===== src/rtl/clq_pkg.sv =====
// Package for the CAN lowest-identifier arbitration queue.
// Holds the beat types, status codes, controller states and limits.
// Depends on nothing; the cell and the top level import it.
`default_nettype none

package clq_pkg;

	localparam int DEFAULT_QUEUE_DEPTH = 8;

	localparam logic [11:0] ID_LIMIT  = 12'd2047;
	localparam logic [3:0]  DLC_LIMIT = 4'd8;

	typedef enum logic [0:0] {
		OP_QUEUE     = 1'b0,
		OP_ARBITRATE = 1'b1
	} op_t;

	typedef enum logic [2:0] {
		ST_QUEUED  = 3'd0,
		ST_FULL    = 3'd1,
		ST_INVALID = 3'd2,
		ST_SENT    = 3'd3,
		ST_EMPTY   = 3'd4
	} status_t;

	typedef enum logic [1:0] {
		CTL_IDLE,
		CTL_SCAN,
		CTL_DONE
	} ctl_state_t;

	// One request beat.
	typedef struct packed {
		op_t         operation;
		logic [11:0] frame_id;
		logic [3:0]  frame_dlc;
		logic [63:0] frame_payload;
		logic [7:0]  source_tag;
	} req_t;

	// One result beat.
	typedef struct packed {
		status_t     status;
		logic [10:0] winner_id;
		logic [3:0]  winner_dlc;
		logic [63:0] winner_payload;
		logic [7:0]  winner_source;
		logic [3:0]  queue_level;
		logic [31:0] sent_count;
		logic [31:0] invalid_count;
	} rsp_t;

	// A frame as it sits in a queue cell.
	typedef struct packed {
		logic [10:0] id;
		logic [3:0]  dlc;
		logic [63:0] payload;
		logic [7:0]  src;
	} entry_t;

	// The running best candidate handed from cell to cell.
	typedef struct packed {
		logic   valid;
		entry_t entry;
	} token_t;

	// Write and shift controls that the top level gives one cell.
	typedef struct packed {
		logic occupied;
		logic load;
		logic shift;
	} cell_ctl_t;

endpackage

`default_nettype wire


===== src/rtl/clq_cell.sv =====
// One slot of the arbitration queue: holds a frame and one stage of the
// minimum-identifier search that runs along the row of cells.
// Depends on clq_pkg.
`default_nettype none

module clq_cell #(
	parameter int IDX_W    = 3,
	parameter int CELL_IDX = 0
) (
	input  wire                  clk,
	input  clq_pkg::cell_ctl_t   ctl,
	input  clq_pkg::entry_t      load_entry,
	input  clq_pkg::entry_t      right_entry,
	output clq_pkg::entry_t      entry,
	input  clq_pkg::token_t      tok_in,
	input  wire [IDX_W-1:0]      tok_idx_in,
	output clq_pkg::token_t      tok_out,
	output logic [IDX_W-1:0]     tok_idx_out
);
	import clq_pkg::*;

	entry_t entry_q;
	token_t tok_q;
	logic [IDX_W-1:0] tok_idx_q;
	logic own_wins;

	// Strict less-than keeps the earlier frame on a tie.
	assign own_wins = ctl.occupied && (!tok_in.valid || entry_q.id < tok_in.entry.id);

	always_ff @(posedge clk) begin
		if (ctl.load) begin
			entry_q <= load_entry;
		end else if (ctl.shift) begin
			entry_q <= right_entry;
		end
		if (own_wins) begin
			tok_q     <= '{valid: 1'b1, entry: entry_q};
			tok_idx_q <= IDX_W'(CELL_IDX);
		end else begin
			tok_q     <= tok_in;
			tok_idx_q <= tok_idx_in;
		end
	end

	assign entry       = entry_q;
	assign tok_out     = tok_q;
	assign tok_idx_out = tok_idx_q;

endmodule

`default_nettype wire


===== src/rtl/can_lowest_id_arbitration_queue_unit.sv =====
// Top level of the CAN lowest-identifier arbitration queue.
// Builds the row of clq_cell slots and the controller; depends on clq_pkg.
//
//   channel | direction | handshake            | beat type
//   req     | in        | req_valid, req_ready | clq_pkg::req_t
//   rsp     | out       | rsp_valid, rsp_ready | clq_pkg::rsp_t
//
// A queue request, or an arbitration on an empty queue, goes from the idle state to
// the done state, where its result beat is registered, and then back to idle. Any other
// arbitration passes through the scan state first, while the lowest-identifier search
// walks the cells one stage per cell. A new request is taken only in the idle state.
// Reset (arst_n low) empties the queue and clears both counters. While a result beat
// waits, one more request is taken and held until the output register is free.
`default_nettype none

module can_lowest_id_arbitration_queue_unit #(
	parameter int QUEUE_DEPTH = clq_pkg::DEFAULT_QUEUE_DEPTH
) (
	input  wire            clk,
	input  wire            arst_n,
	input  wire            req_valid,
	output logic           req_ready,
	input  clq_pkg::req_t  req,
	output logic           rsp_valid,
	input  wire            rsp_ready,
	output clq_pkg::rsp_t  rsp
);
	import clq_pkg::*;

	localparam int IDX_W  = $clog2(QUEUE_DEPTH);
	localparam int FILL_W = $clog2(QUEUE_DEPTH + 1);

	// Controller state.
	ctl_state_t state_q, state_d;
	req_t item_q;
	logic [IDX_W-1:0] scan_cnt_q;
	logic [FILL_W-1:0] fill_q;
	logic [31:0] sent_q;
	logic [31:0] inv_q;
	rsp_t rsp_q;
	logic rsp_valid_q;

	// Row of cells.
	cell_ctl_t ctl [QUEUE_DEPTH];
	entry_t entries [QUEUE_DEPTH];
	token_t toks [QUEUE_DEPTH+1];
	logic [IDX_W-1:0] tok_idx [QUEUE_DEPTH+1];
	entry_t new_entry;

	// Decisions taken when an item finishes.
	logic req_fire;
	logic finish;
	logic do_push;
	logic do_pop;
	logic do_invalid;
	status_t res_status;
	rsp_t res;

	assign req_fire = req_valid && req_ready;
	assign finish   = (state_q == CTL_DONE) && (!rsp_valid_q || rsp_ready);

	assign new_entry = '{
		id:      item_q.frame_id[10:0],
		dlc:     item_q.frame_dlc,
		payload: item_q.frame_payload,
		src:     item_q.source_tag
	};

	// The head of the row sees no candidate yet.
	assign toks[0]    = '0;
	assign tok_idx[0] = '0;

	for (genvar k = 0; k < QUEUE_DEPTH; k++) begin : g_cell
		assign ctl[k].occupied = fill_q > FILL_W'(k);
		assign ctl[k].load     = do_push && (fill_q == FILL_W'(k));
		assign ctl[k].shift    = do_pop && (IDX_W'(k) >= tok_idx[QUEUE_DEPTH]);

		clq_cell #(
			.IDX_W    (IDX_W),
			.CELL_IDX (k)
		) u_cell (
			.clk         (clk),
			.ctl         (ctl[k]),
			.load_entry  (new_entry),
			.right_entry (entries[(k == QUEUE_DEPTH-1) ? k : k+1]),
			.entry       (entries[k]),
			.tok_in      (toks[k]),
			.tok_idx_in  (tok_idx[k]),
			.tok_out     (toks[k+1]),
			.tok_idx_out (tok_idx[k+1])
		);
	end

	// Outcome of the item held by the controller, valid in the done state.
	always_comb begin
		do_push    = 1'b0;
		do_pop     = 1'b0;
		do_invalid = 1'b0;
		res_status = ST_QUEUED;
		if (item_q.operation == OP_QUEUE) begin
			if (fill_q >= FILL_W'(QUEUE_DEPTH)) begin
				res_status = ST_FULL;
			end else if (item_q.frame_id > ID_LIMIT || item_q.frame_dlc > DLC_LIMIT) begin
				res_status = ST_INVALID;
				do_invalid = finish;
			end else begin
				res_status = ST_QUEUED;
				do_push    = finish;
			end
		end else begin
			if (fill_q == '0) begin
				res_status = ST_EMPTY;
			end else begin
				res_status = ST_SENT;
				do_pop     = finish;
			end
		end
	end

	// Result beat as it leaves with the updated queue level and counters.
	always_comb begin
		res = '0;
		res.status = res_status;
		if (res_status == ST_SENT) begin
			res.winner_id      = toks[QUEUE_DEPTH].entry.id;
			res.winner_dlc     = toks[QUEUE_DEPTH].entry.dlc;
			res.winner_payload = toks[QUEUE_DEPTH].entry.payload;
			res.winner_source  = toks[QUEUE_DEPTH].entry.src;
		end
		res.queue_level   = 4'(fill_q + FILL_W'(do_push) - FILL_W'(do_pop));
		res.sent_count    = sent_q + 32'(do_pop);
		res.invalid_count = inv_q + 32'(do_invalid);
	end

	// Next state. The search has to pass the register of every cell to reach the end
	// of the row, so an arbitration on a non-empty queue waits in the scan state.
	always_comb begin
		state_d = state_q;
		unique case (state_q)
			CTL_IDLE: begin
				if (req_fire) begin
					if (req.operation == OP_ARBITRATE && fill_q != '0) begin
						state_d = CTL_SCAN;
					end else begin
						state_d = CTL_DONE;
					end
				end
			end
			CTL_SCAN: begin
				if (scan_cnt_q == IDX_W'(QUEUE_DEPTH - 1)) begin
					state_d = CTL_DONE;
				end
			end
			CTL_DONE: begin
				if (finish) begin
					state_d = CTL_IDLE;
				end
			end
			default: state_d = CTL_IDLE;
		endcase
	end

	// Outputs of the controller.
	always_comb begin
		req_ready = (state_q == CTL_IDLE);
	end

	always_ff @(posedge clk or negedge arst_n) begin
		if (!arst_n) begin
			state_q     <= CTL_IDLE;
			scan_cnt_q  <= '0;
			fill_q      <= '0;
			sent_q      <= '0;
			inv_q       <= '0;
			rsp_valid_q <= 1'b0;
		end else begin
			state_q <= state_d;
			if (state_q == CTL_SCAN) begin
				scan_cnt_q <= scan_cnt_q + 1'b1;
			end else begin
				scan_cnt_q <= '0;
			end
			if (do_push) begin
				fill_q <= fill_q + 1'b1;
			end else if (do_pop) begin
				fill_q <= fill_q - 1'b1;
			end
			if (do_pop) begin
				sent_q <= sent_q + 1'b1;
			end
			if (do_invalid) begin
				inv_q <= inv_q + 1'b1;
			end
			if (finish) begin
				rsp_valid_q <= 1'b1;
			end else if (rsp_ready) begin
				rsp_valid_q <= 1'b0;
			end
		end
	end

	// Payload registers carry no reset.
	always_ff @(posedge clk) begin
		if (req_fire) begin
			item_q <= req;
		end
		if (finish) begin
			rsp_q <= res;
		end
	end

	assign rsp_valid = rsp_valid_q;
	assign rsp       = rsp_q;

`ifndef SYNTHESIS
	a_fill_bound: assert property (@(posedge clk) disable iff (!arst_n)
		fill_q <= FILL_W'(QUEUE_DEPTH))
		else $error("queue fill exceeds depth");

	a_pop_fill: assert property (@(posedge clk) disable iff (!arst_n)
		(finish && res_status == ST_SENT) |=> fill_q == $past(fill_q) - 1'b1)
		else $error("sent frame did not shrink the queue");

	a_push_fill: assert property (@(posedge clk) disable iff (!arst_n)
		(finish && res_status == ST_QUEUED) |=> fill_q == $past(fill_q) + 1'b1)
		else $error("queued frame did not grow the queue");

	a_sent_winner: assert property (@(posedge clk) disable iff (!arst_n)
		(state_q == CTL_DONE && res_status == ST_SENT) |-> toks[QUEUE_DEPTH].valid)
		else $error("arbitration finished without a candidate");
`endif

endmodule

`default_nettype wire


===== config.mk =====
export PLATFORM = sky130hd
export DESIGN_NAME = can_lowest_id_arbitration_queue_unit
export DESIGN_NICKNAME = d
export VERILOG_FILES = /design/src/rtl/clq_pkg.sv /design/src/rtl/clq_cell.sv /design/src/rtl/can_lowest_id_arbitration_queue_unit.sv
export SDC_FILE = /design/constraint.sdc
export NUM_CORES = 2
export LEC_CHECK = 0
export BUFFER_PORTS_ARGS = -buffer_cell sky130_fd_sc_hd__buf_2
export CORE_AREA = 2 2 495 448
export DETAILED_ROUTE_END_ITERATION = 8
export DIE_AREA = 0 0 497 450
export GPL_TIMING_DRIVEN = 1
export PLACE_DENSITY = 0.56
export SLEW_MARGIN = 20
export SYNTH_ARGS = -nofsm -noshare
export SYNTH_HDL_FRONTEND = slang
export SYNTH_SLANG_ARGS = --single-unit

===== constraint.sdc =====
create_clock -name clk -period 24.5 [get_ports clk]
set_input_delay 3.675 -clock clk [delete_from_list [all_inputs] [get_ports clk]]
set_output_delay 3.675 -clock clk [all_outputs]
set_load 0.05 [all_outputs]

==> results.md <==
- Port bufs: about 250
- Final wirelength: ~150000 µm
- Crit path DAT: ~7.8 ns
- Psw: between 0.002 and 0.0025 W
- DR WL/cell: a little over 20 µm
- Drt pass-1 iters: 5
- CTS tree: yes
- Reg-to-reg startpoint: fill_q[1]
- Cts bufs inserted: about 180
- R2R depth: 7
- Worst EP required: about 25 ns
- Hold Path Origin: g_cell[5].u_cell.tok_idx_out[1]
- Register area share after synthesis: 0.684
- Global-route wire length before repair: about 230000 µm
- EDFF count, synth: between 900 and 1k
- Clock share of power: 0.315
- Pwr Total: 0.00896 W
- Critical-path maximum fanout: 56
- Hold_buf cts: 0
- Core area: between 200000 and 250000 µm²
- CTS sink cnt: 1737
- VDD IR max: approximately 130 µV
- Drt first-iter violations: around 1.8k
- Count of final setup violators: 0
- Die X: between 400 and 500 µm
- Mapped Cells: slightly above 4k
- Static Leak: 28.1 nW
- H-tree depth: 4
- Root buffer cell: clkbuf_16
- Part of the power in registers: 0.456
- Worst slew pin tran: approximately 1.1 ns
- Status: complete, no violations
- Synth top area share: 0.435
- Final worst path period need: ~7.4 ns
- Vias: between 30k and 40k
- Most frequent cell after synthesis: mux2_2
- Synth area leader: edfxtp_1
- Final slew viol count: 0
- P_int: roughly 0.0065 W
- Die Span Y: about 450 µm
- Gr ovfl total: 0
- Top-level I/O count: about 250
- Number of global-route vias before repair: 35.0k
- Switching Share: 0.278
- CTS resizes: 0
- Syn. warnings: 0
- Worst Setup Start Kind: primary input
- Worst skew pair latency: 0.82 ns
- Worst hold margin: 0.407 ns
- Clk_skew: about 0.038 ns
- Period utilisation layout: 0.301
- Maxcap violations: 0
- Worst Hold End: g_cell[6].u_cell.tok_idx_out[1]
- DRT antenna net count: 0
- Layout cells sized above 1: 0.409
- Hold Path Cell Cnt: 1
- Avg Cell Area, Syn: around 16 µm²
- Fin. Hold Viols: 0
- Ranking of synthesized cells by area: edfxtp_1 (43%), dfxtp_1 (22%), mux2_2 (21%), dfrtp_1 (2.8%), ha_1 (1.8%)
- R2R setup slack: between 15 and 20 ns
- Post-CTS setup buffer count: 0
- RSZ-0062 raised after global routing: no
- WS Path Type: in2reg
- Net Count, Synth: ~4.2k
- Maximum clock frequency: between 100 and 150 MHz
- Die area: roughly 220000 µm²
- Top post-synthesis cells by count: mux2_2 (1207), edfxtp_1 (943), dfxtp_1 (720)
- FF+latch count, synth: around 1.7k
- # fillers: between 20k and 25k
- Synth async-reset ratio: 0.0426
- Starting Density: 0.298
- Crit Reg-Reg Endpoint: g_cell[5].u_cell.entry[36]
- Area grow syn2layout: 16.5%
- Maximum number of pins on one net before global-route repair: between 150 and 200
- Gate power share: 0.229
- Pwr per Cell Area: roughly 120 nW/µm²
- Top FF cell, synth: edfxtp_1
- HPWL after DPL: approximately 90000 µm
- Clock Pin Slew Worst Setup and Hold Paths: ~0.06 ns
- Setup crit end kind: flip-flop
- Layout Nets: between 4k and 5k
- Setup TNS Final: 0 ns
- Worst rel slew slack: 0.258
- FP Rows: around 160
- Worst Hold Class: reg2reg
- Synth unique cells: 59
- Via density: around 4.5
- GP Congestion: a little under 0.8
- Clock buffer depth: 3
- Antenna violations before repair: 17
- Post-Syn Area: about 65000 µm²
- GRT Util Overall: 0.133
- Drt drc: 0
## state kept, by name, summed over array words and instances (netlist names)
register	flops
scan_cnt_q	3
item_q	89
g_cell.u_cell.tok_idx_out	17
inv_q	32
rsp	158
state_q	2
rsp_valid	1
sent_q	32
fill_q	4
g_cell.u_cell.entry	696
g_cell.u_cell.tok_out	703
## power groups by stage
stage	Combinational (W)	Sequential (W)	Clock [W]
floorplan	0.00145	0.00412	0
global route	0.00224	0.00416	0.00301
finish	0.00206	0.00408	0.00282
CTS	0.00212	0.00409	0.00291
detailed placement	0.00210	0.00415	0
global placement	0.00209	0.00414	0
## routing by layer
layer | up-vias | track usage | routed length (µm)
li1 | 15409 | - | -
met1 | 16908 | 0.177 | 69500
met2 | 562 | 0.218 | 70600
met3 | 218 | 0.0292 | 7250
met4 | 24 | 0.0368 | 3040
met5 | - | 0 | 133
## layout by cell type (no fill, tap or decap), types with 56 or more instances in the layout
| cell type | instances |
|---|---|
| dfrtp_1 | 74 |
| clkbuf_16 | 191 |
| ha_1 | 93 |
| nand2_1 | 71 |
| inv_1 | 86 |
| mux2_2 | 1207 |
| edfxtp_1 | 943 |
| buf_2 | 251 |
| nor2_1 | 57 |
| xor2_1 | 56 |
| and2_1 | 93 |
| dfxtp_1 | 720 |
| and3_1 | 108 |
| xnor2_1 | 71 |
## critical path, stage by stage
cell and delay, ns:
buf_2 0.13, nor2b_1 0.10, nor2_4 0.38, and3_1 0.80, and3_4 1.02, or2_4 0.79
buf_4 0.78
## worst max path at each step
| stage | start | to | cells after the start |
|---|---|---|---|
| after global routing | rsp_ready | g_cell[5].u_cell.entry[40] | 7 |
| after floorplan | rsp_ready | g_cell[3].u_cell.entry[0] | 9 |
| final | rsp_ready | g_cell[5].u_cell.entry[36] | 7 |
| after CTS | rsp_ready | g_cell[4].u_cell.entry[16] | 7 |
| after detailed placement | rsp_ready | g_cell[4].u_cell.entry[32] | 7 |
| after global placement | rsp_ready | g_cell[4].u_cell.entry[4] | 7 |
## cells by family after synthesis
family	after synthesis	synth area share
AND/OR/NAND/NOR	494	0.0425
adder cells (fa/ha/maj)	94	0.0182
flip-flops	1737	0.684
buffers and inverters	268	0.0185
XOR/XNOR	127	0.0171
AO/OA/AOI/OAI	84	0.00841
multiplexers	1220	0.211
## layout make-up
| class | instances | area, µm² | area share |
|---|---|---|---|
| Multi-Input combinational cell | 2019 | 19600 | 0.258 |
| Clock buffer | 272 | 5410 | 0.0713 |
| Inverter | 86 | 323 | 0.00425 |
| Timing Repair Buffer | 294 | 1640 | 0.0215 |
| Tap cell | 2887 | 3610 | 0.0476 |
| Clock inverter | 75 | 785 | 0.0103 |
| Sequential cell | 1737 | 44600 | 0.587 |
| Antenna cell | 2 | 5.00 | 0.0000659 |
## through the flow
step,worst slack [ns],instances,cell area (µm²),utilization
detailed placement,16.04,7022,69700,0.319
floorplan,9.12,4024,65200,-
finish,17.14,7372,75900,0.348
global route,16.96,7370,75900,0.348
global placement,16.09,7021,69700,0.319
CTS,16.94,7369,75900,0.347
No activity file was read; power rests on OpenSTA's default activity.
